--- config.mk ---
export PLATFORM = sky130hd
export DESIGN_NAME = lge_cell
export DESIGN_NICKNAME = d
export VERILOG_FILES = /design/src/rtl/lge_pkg.sv /design/src/rtl/lge_cell.sv
export SDC_FILE = /design/constraint.sdc
export NUM_CORES = 1
export LEC_CHECK = 0
export BUFFER_PORTS_ARGS = -buffer_cell sky130_fd_sc_hd__clkbuf_2
export CAP_MARGIN = 20
export CELL_PAD_IN_SITES_DETAIL_PLACEMENT = 1
export CELL_PAD_IN_SITES_GLOBAL_PLACEMENT = 1
export CORE_MARGIN = 3
export CORE_UTILIZATION = 45
export DETAILED_ROUTE_END_ITERATION = 10
export GPL_TIMING_DRIVEN = 0
export PLACE_DENSITY = 0.76
export SYNTH_ARGS = -nofsm -noshare
export SYNTH_HDL_FRONTEND = slang
export SYNTH_SLANG_ARGS = --single-unit
--- constraint.sdc ---
create_clock -name clk -period 5.35 [get_ports clk]
set_input_delay 1.07 -clock clk [delete_from_list [all_inputs] [get_ports clk]]
set_output_delay 1.07 -clock clk [all_outputs]
set_load 0.1 [all_outputs]
--- src/rtl/lge_pkg.sv ---
`timescale 1ns / 1ps
package lge_pkg;

  localparam int GRID_ROWS = 32;
  localparam int GRID_COLS = 32;
  localparam int ROW_IW    = $clog2(GRID_ROWS);
  localparam int COL_IW    = $clog2(GRID_COLS);
  localparam int ADDR_W    = 5;
  localparam int CMP_W     = 10;

  typedef enum logic [1:0] {
    CELL_DEAD    = 2'd0,
    CELL_ALIVE   = 2'd1,
    CELL_NEWBORN = 2'd2
  } cell_t;

  typedef enum logic [1:0] {
    CMD_WRITE   = 2'd0,
    CMD_ADVANCE = 2'd1,
    CMD_READ    = 2'd2
  } cmd_t;

  typedef enum logic [1:0] {
    ST_IDLE,
    ST_GEN,
    ST_FIN
  } state_t;

  // shared control from the sequencer to every column cell
  typedef struct packed {
    logic              gen;
    logic              top;
    logic              bottom;
    logic              wr;
    logic [ROW_IW-1:0] row;
    cell_t             wr_val;
  } cell_ctrl_t;

  function automatic cell_t next_cell(input cell_t s, input logic [3:0] n);
    cell_t t;
    begin
      t = s;
      if (s != CELL_DEAD && (n < 4'd2 || n > 4'd3)) begin
        t = CELL_DEAD;
      end else if (s == CELL_DEAD && n == 4'd3) begin
        t = CELL_NEWBORN;
      end else if (s == CELL_NEWBORN) begin
        t = CELL_ALIVE;
      end
      return t;
    end
  endfunction

endpackage

--- src/rtl/lge_cell.sv ---
`timescale 1ns / 1ps
module lge_cell
  import lge_pkg::*;
(
  input  logic       clk,
  input  logic       rst_n,
  input  cell_ctrl_t ctrl,
  input  logic       sel,
  input  logic [2:0] left_win,
  input  logic [2:0] right_win,
  output logic [2:0] win,
  output cell_t      rd_val
);

  // one grid column as a rotating line: slot 0 is the row under update
  cell_t      line_r [GRID_ROWS];
  cell_t      line_nxt [GRID_ROWS];
  logic       prev_live_r;
  logic       prev_live_nxt;
  logic       above;
  logic       cur;
  logic       below;
  logic [3:0] n;
  cell_t      upd;

  assign above  = prev_live_r & ~ctrl.top;
  assign cur    = (line_r[0] != CELL_DEAD);
  assign below  = (line_r[1] != CELL_DEAD) & ~ctrl.bottom;
  assign win    = {above, cur, below};
  assign n      = 4'($countones({left_win, right_win, above, below}));
  assign upd    = next_cell(line_r[0], n);
  assign rd_val = line_r[ctrl.row];

  always_comb begin
    line_nxt      = line_r;
    prev_live_nxt = prev_live_r;
    if (ctrl.gen) begin
      for (int i = 0; i < GRID_ROWS - 1; i++) begin
        line_nxt[i] = line_r[i + 1];
      end
      line_nxt[GRID_ROWS - 1] = upd;
      prev_live_nxt           = cur;
    end else if (ctrl.wr && sel) begin
      line_nxt[ctrl.row] = ctrl.wr_val;
    end
  end

  always_ff @(posedge clk) begin
    if (!rst_n) begin
      for (int i = 0; i < GRID_ROWS; i++) begin
        line_r[i] <= CELL_DEAD;
      end
      prev_live_r <= 1'b0;
    end else begin
      line_r      <= line_nxt;
      prev_live_r <= prev_live_nxt;
    end
  end

endmodule

==> impl_metrics.yaml, run 1 <==
status:
  outcome: "finished, final reports clean"
yosys:
  yosys_warnings: 0
  synth_seq_area_share: 0.340
  syn-cell-area_mm2: 0.00383
  synthArstFlopShare: 0
  synth.avg_cell_area_um2: 8.60
  synth_edf_count: 0
  synth_cell_types: 39
  synth-seq-cells: 65
  netlist_instances: 445
  syn_nets: 472
  synthFlopType: "dfxtp_1"
setup_path:
  end_kind: "output port"
  crit_start: "ctrl[3]"
  cp.arrival_ns: 2.91
  rr_worst_depth: 11
  critPathLaunchType: "input port"
  r2r_start: "prev_live_r"
  rrSetupSlack_ns: 2.40
  rr_endpoint: "line_r[1]"
  worstPathMaxFanout: 10
  cp.required_ns: 4.28
  critPathCapture: "rd_val[0]"
  crit_type: "input port to output port"
clock_tree:
  postCtsSetupRepairBufs: 0
  h-tree-depth: 3
  cts.repair.resized: 0
  cts_tree: "done"
  cts_buffers: 9
  ctsLongestPathBuffers: 2
  clock_latency_ns: 0.35
  clk_pin_slew_ns: 0.07
  cts_root_buf: "clkbuf_8"
  numClockSinks: 65
  hold_buffers: 0
die:
  fp.dieH_um: 98.2
  core_area_mm2: 0.00826
  dieArea_mm2: 0.00965
  rows: 33
  pin_count: 25
  start_util: 0.463
  die_x_um: 98.2
sta:
  fin_tns_setup_ns: 0
  tightest_slew_ns: 0.543
  slew_headroom: 0.638
  rsz0062_at_grt: "false"
  finalCriticalPeriod_ns: 3.98
  setup_violations: 0
  drv_slew: 0
  max_freq_mhz: 251
  clock_skew_ns: 0.0118
  finalCritPeriodShare: 0.744
  hold_viol_final: 0
  setup_ws_ns: 1.37
run:
  max_cap_viol_count: 0
power_and_ir_drop:
  power_leakage_nw: 2.06
  p_per_area_mw_per_mm2: 272
  peakVddDrop_mv: 0.132
routing:
  antenna_left: 0
  drt_wl_total_mm: 11.9
  remaining_drc_errors: 0
  vias: 3443
  wl_met3_um: 659
  wl_met1_mm: 5.39
  avgViaCountPerCell: 5.87
  wl_per_cell_um: 20.3
  drt-initial-drc-count: 168
  first_pass_iters: 4
  routed.top_layer: "met4"
  wl_met2_mm: 5.66
final_layout:
  areaGrowthSynthToFinish_pct: 10.9
  drive_gt1_frac: 0.133
  num_antenna_cells: 0
  nets: 504
min_path:
  hold_path_class: "flip-flop to flip-flop"
placement:
  dp_hpwl_mm: 8.84
  place_ws_ns: 1.12
  port_buffers: 21
  place_congestion: 0.961
global_route:
  grt_max_degree: 13
  track_usage: 0.251
  grt-ovfl-total: 0
  grt_first_pass_wirelength_mm: 19.2
  grt_pass1_vias: 3657
  antenna_found_initial: 0
-- metrics by stage --
step / instances / power (mW) / hold WS, ns / utilization / instance area (um2)
2_1_floorplan: 445 / 0.708 / 0.473 / - / 3830
3_3_place_gp: 571 / 0.768 / 0.486 / 0.492 / 4060
3_5_place_dp: 571 / 0.777 / 0.507 / 0.492 / 4060
4_1_cts: 587 / 1.16 / 0.524 / 0.514 / 4240
5_1_grt: 587 / 1.21 / 0.562 / 0.514 / 4240
6_report: 587 / 1.16 / 0.513 / 0.514 / 4240
-- cells in the mapped netlist, types with 2 or more instances --
cell type | instances | share of area
clkbuf_1 | 22 | 0.022
fa_1 | 4 | 0.021
dfxtp_1 | 65 | 0.34
nand3b_1 | 3 | 0.0059
mux2_2 | 2 | 0.0059
o21ai_0 | 66 | 0.086
ha_1 | 3 | 0.0098
a21oi_1 | 63 | 0.082
inv_1 | 15 | 0.015
nor2_1 | 5 | 0.0049
o32ai_1 | 2 | 0.0046
and3b_1 | 3 | 0.0069
o221ai_1 | 2 | 0.0046
buf_4 | 5 | 0.0098
o22ai_1 | 12 | 0.020
or3b_1 | 3 | 0.0069
mux2i_1 | 93 | 0.24
nand2b_1 | 2 | 0.0033
nor3_1 | 4 | 0.0052
o311a_1 | 2 | 0.0052
nor3b_2 | 3 | 0.0098
buf_2 | 13 | 0.017
nand2_1 | 34 | 0.033
and4b_1 | 2 | 0.0052
o21bai_1 | 2 | 0.0039
nor4_1 | 2 | 0.0033
-- how the worst min path moves through the flow --
stage / startpoint / endpoint / slack (ns) / cells after the start
after floorplan: prev_live_r / prev_live_r / 0.47 / 1
after global placement: prev_live_r / prev_live_r / 0.49 / 1
after detailed placement: prev_live_r / prev_live_r / 0.51 / 1
after CTS: prev_live_r / prev_live_r / 0.52 / 1
after global routing: prev_live_r / prev_live_r / 0.56 / 1
final: prev_live_r / prev_live_r / 0.51 / 1
-- flip-flops by register name, indices dropped and copies added, names as in the netlist --
register and count:
line_r 64, prev_live_r 1
-- area by class of cell --
cell class | instances | area [um2]
buffer | 42 | 201
clock buffer | 10 | 138
clock inverter | 6 | 42.5
fill | 1009 | 4010
inverter | 15 | 56.3
multi-input combinational | 323 | 2270
sequential | 65 | 1300
tap | 105 | 131
timing repair buffer | 21 | 105
-- power by group --
group	switching, mW	leakage, nW	total (mW)	internal, mW
sequential	0.0247	0.537	0.540	0.515
clock	0.207	0.0887	0.389	0.181
combinational	0.146	1.43	0.228	0.0812
total	0.379	2.06	1.16	0.778
-- cells by family (layout without fill, tap and decap cells) --
family / Yosys count / in the layout / synth area share
simple gates: 70 / 70 / 0.102
mux: 95 / 95 / 0.249
flops: 65 / 65 / 0.340
fa+ha+maj: 7 / 7 / 0.0307
compound gates: 151 / 151 / 0.211
buf+inv: 57 / 94 / 0.0673
-- routing by layer --
layer	up-vias	global-route usage
li1	1664	-
met1	1667	0.342
met2	94	0.412
met3	18	0.0407
met4	0	0.0756
met5	-	0
-- layout by cell type (no fill, tap or decap), types with 3 or more instances in the layout --
master | netlist | final
a21oi_1 | 63 | 63
and3b_1 | 3 | 3
buf_2 | 13 | 13
buf_4 | 5 | 5
clkbuf_1 | 22 | 22
clkbuf_2 | 1 | 22
clkbuf_8 | 0 | 10
dfxtp_1 | 65 | 65
fa_1 | 4 | 4
ha_1 | 3 | 3
inv_1 | 15 | 15
mux2i_1 | 93 | 93
nand2_1 | 34 | 34
nand3b_1 | 3 | 3
nor2_1 | 5 | 5
nor3_1 | 4 | 4
nor3b_2 | 3 | 3
o21ai_0 | 66 | 66
o22ai_1 | 12 | 12
or3b_1 | 3 | 3
-- critical path: stages --
cell      delay [ns]
buf_2           0.23
buf_6           0.24
mux2i_1         0.31
o22ai_1         0.12
nor4_1          0.29
o221ai_1        0.21
clkbuf_2        0.41
Power figures use the tool's default switching activity.
==> run 2: changes to the inputs <==
Settings changed: ABC_AREA set to 1, CORE_UTILIZATION 45 to 42, PLACE_DENSITY 0.76 to 0.78.
Clock period 5.35 ns to 3.7 ns, I/O delays scaled along.
==> impl_metrics.yaml, run 2 <==
setup_path:
  crit_type: "input port to output port"
  rrSetupSlack_ns: 0.84
  end_kind: "output port"
  critPathLaunchType: "input port"
  cp.arrival_ns: 2.65
  worstPathMaxFanout: 10
  cp.required_ns: 2.96
power_and_ir_drop:
  p_comb_frac: 0.165
  peakVddDrop_mv: 0.185
  p_switching_uw: 509
  p_int_mw: 1.18
  p_seq_frac: 0.420
  swShare: 0.302
  power_leakage_nw: 2.47
  power_mw: 1.69
  p_per_area_mw_per_mm2: 331
  clockPowerShare: 0.415
clock_tree:
  h-tree-depth: 3
  cts.repair.resized: 0
  numClockSinks: 65
  hold_buffers: 0
  cts_tree: "done"
  postCtsSetupRepairBufs: 0
  ctsLongestPathBuffers: 2
  cts_buffers: 9
  clock_latency_ns: 0.38
  clk_pin_slew_ns: 0.06
  cts_root_buf: "clkbuf_8"
die:
  rows: 37
  pin_count: 25
  dieArea_mm2: 0.0123
  core_area_mm2: 0.0105
  start_util: 0.438
  die_x_um: 111
  fp.dieH_um: 111
yosys:
  synth_seq_area_share: 0.283
  netlist_instances: 823
  synth_cell_types: 24
  synthMostInstantiatedCell: "nand2_1"
  synthTopCellsByCount: "453 x nand2_1, 73 x a21oi_1, 65 x dfxtp_1, 53 x nand3_1, 37 x inv_1"
  synthArstFlopShare: 0
  yosys_warnings: 0
  yosysTopAreaCellShare: 0.369
  syn_nets: 850
  synth_top_area_cell: "nand2_1"
  synth.area.top_cells: "nand2_1 37%, dfxtp_1 28%, a21oi_1 7.9%"
  syn-cell-area_mm2: 0.00460
  synth.avg_cell_area_um2: 5.59
  synth_edf_count: 0
  synth-seq-cells: 65
  synthFlopType: "dfxtp_1"
global_route:
  grt-ovfl-total: 0
  grt_max_degree: 11
  grt_first_pass_wirelength_mm: 31.4
  track_usage: 0.328
  antenna_found_initial: 0
  grt_pass1_vias: 5857
final_layout:
  top_regs: "line_r: 64 flops, prev_live_r: 1 flops"
  drive_gt1_frac: 0.0955
  fill_cells: 1541
  largest-register: "line_r"
  areaGrowthSynthToFinish_pct: 10.8
  largest_reg_flops: 64
  multi_input_area_mm2: 0.00290
  regArea_mm2: 0.00130
  nets: 883
  final_common_cell: "nand2_1"
  num_antenna_cells: 0
  final_cell_mix: "453 x nand2_1, 73 x a21oi_1, 65 x dfxtp_1, 53 x nand3_1, 37 x inv_1"
routing:
  vias: 5650
  avgViaCountPerCell: 5.68
  drt-initial-drc-count: 436
  first_pass_iters: 7
  antenna_left: 0
  wl_per_cell_um: 19.7
  remaining_drc_errors: 0
  drt_wl_total_mm: 19.6
sta:
  finalCriticalPeriod_ns: 3.39
  drv_slew: 0
  max_freq_mhz: 295
  clock_skew_ns: 0.0123
  fin_tns_setup_ns: 0
  tightest_slew_ns: 0.945
  rsz0062_at_grt: "false"
  finalCritPeriodShare: 0.917
  slew_headroom: 0.370
  hold_viol_final: 0
  setup_violations: 0
run:
  max_cap_viol_count: 0
status:
  outcome: "finished, final reports clean"
placement:
  place_congestion: 0.978
  dp_hpwl_mm: 14.3
  port_buffers: 22
min_path:
  hold_path_class: "flip-flop to flip-flop"
==> run 2: cell count changes after synthesis, moves of 8 or more <==
cell,change
mux2i_1,-93
a21oi_1,+10
o22ai_1,-12
nor2_1,+28
o21ai_0,-44
inv_1,+22
nand2_1,+419
inv_2,+8
nand3_1,+52
==> run 2: area by class of cell <==
cell class,count,area share
plain buffers,41,0.0429
clock buffers,11,0.0297
clock inverters,3,0.0128
inverters,48,0.0368
multi-input cells,669,0.568
flip-flops and latches,65,0.255
well taps,136,0.0334
repair buffers,22,0.0216
==> run 2: kinds of logic (layout without fill, tap and decap cells) <==
logic type / after synthesis / after routing / synth area share
AO/OA/AOI/OAI: 101 / 101 / 0.110
flip-flops: 65 / 65 / 0.283
buffers and inverters: 89 / 125 / 0.0883
AND/OR/NAND/NOR: 561 / 561 / 0.494
adder cells (fa/ha/maj): 7 / 7 / 0.0255
==> run 2: path summary, 6_finish.rpt <==
kind	cells after the start	endpoint	startpoint
hold reg to reg	2	prev_live_r	prev_live_r
setup / recovery	10	rd_val[1]	ctrl[3]
hold / removal	2	prev_live_r	prev_live_r
setup reg to reg	14	line_r[1]	prev_live_r
==> run 2: critical path, stage by stage <==
cell and delay, ns:
clkbuf_2 0.12, buf_6 0.16, clkbuf_1 0.58, nand2_1 0.15
nand2_1 0.11, nand2_1 0.08, nand2_1 0.09, nor2_1 0.04
nand2_1 0.10, clkbuf_2 0.47
==> run 2: metal layers <==
metal / vias to the layer above / track usage / share of wire
li1: 2641 / - / -
met2: 238 / 0.543 / 0.46
met1: 2700 / 0.400 / 0.41
met4: 0 / 0.174 / 0.045
met3: 71 / 0.0655 / 0.077
met5: - / 0 / 0
==> run 2: through the flow <==
stage / hold slack (ns) / std cells / worst slack, ns / area [um2] / util
6_report: 0.487 / 995 / 0.307 / 5100 / 0.485
5_1_grt: 0.496 / 995 / 0.170 / 5100 / 0.485
4_1_cts: 0.489 / 995 / 0.361 / 5100 / 0.485
3_5_place_dp: 0.479 / 981 / 0.0359 / 4880 / 0.465
3_3_place_gp: 0.456 / 981 / 0.104 / 4880 / 0.465
2_1_floorplan: 0.445 / 823 / 0.353 / 4600 / -
==> run 2: power groups by stage <==
stage / Clock, mW / Sequential (mW) / Combinational, mW
after global routing: 0.740 / 0.709 / 0.302
final: 0.700 / 0.709 / 0.278
after floorplan: 0 / 0.723 / 0.166
after detailed placement: 0 / 0.725 / 0.271
after global placement: 0 / 0.725 / 0.260
after CTS: 0.708 / 0.709 / 0.273
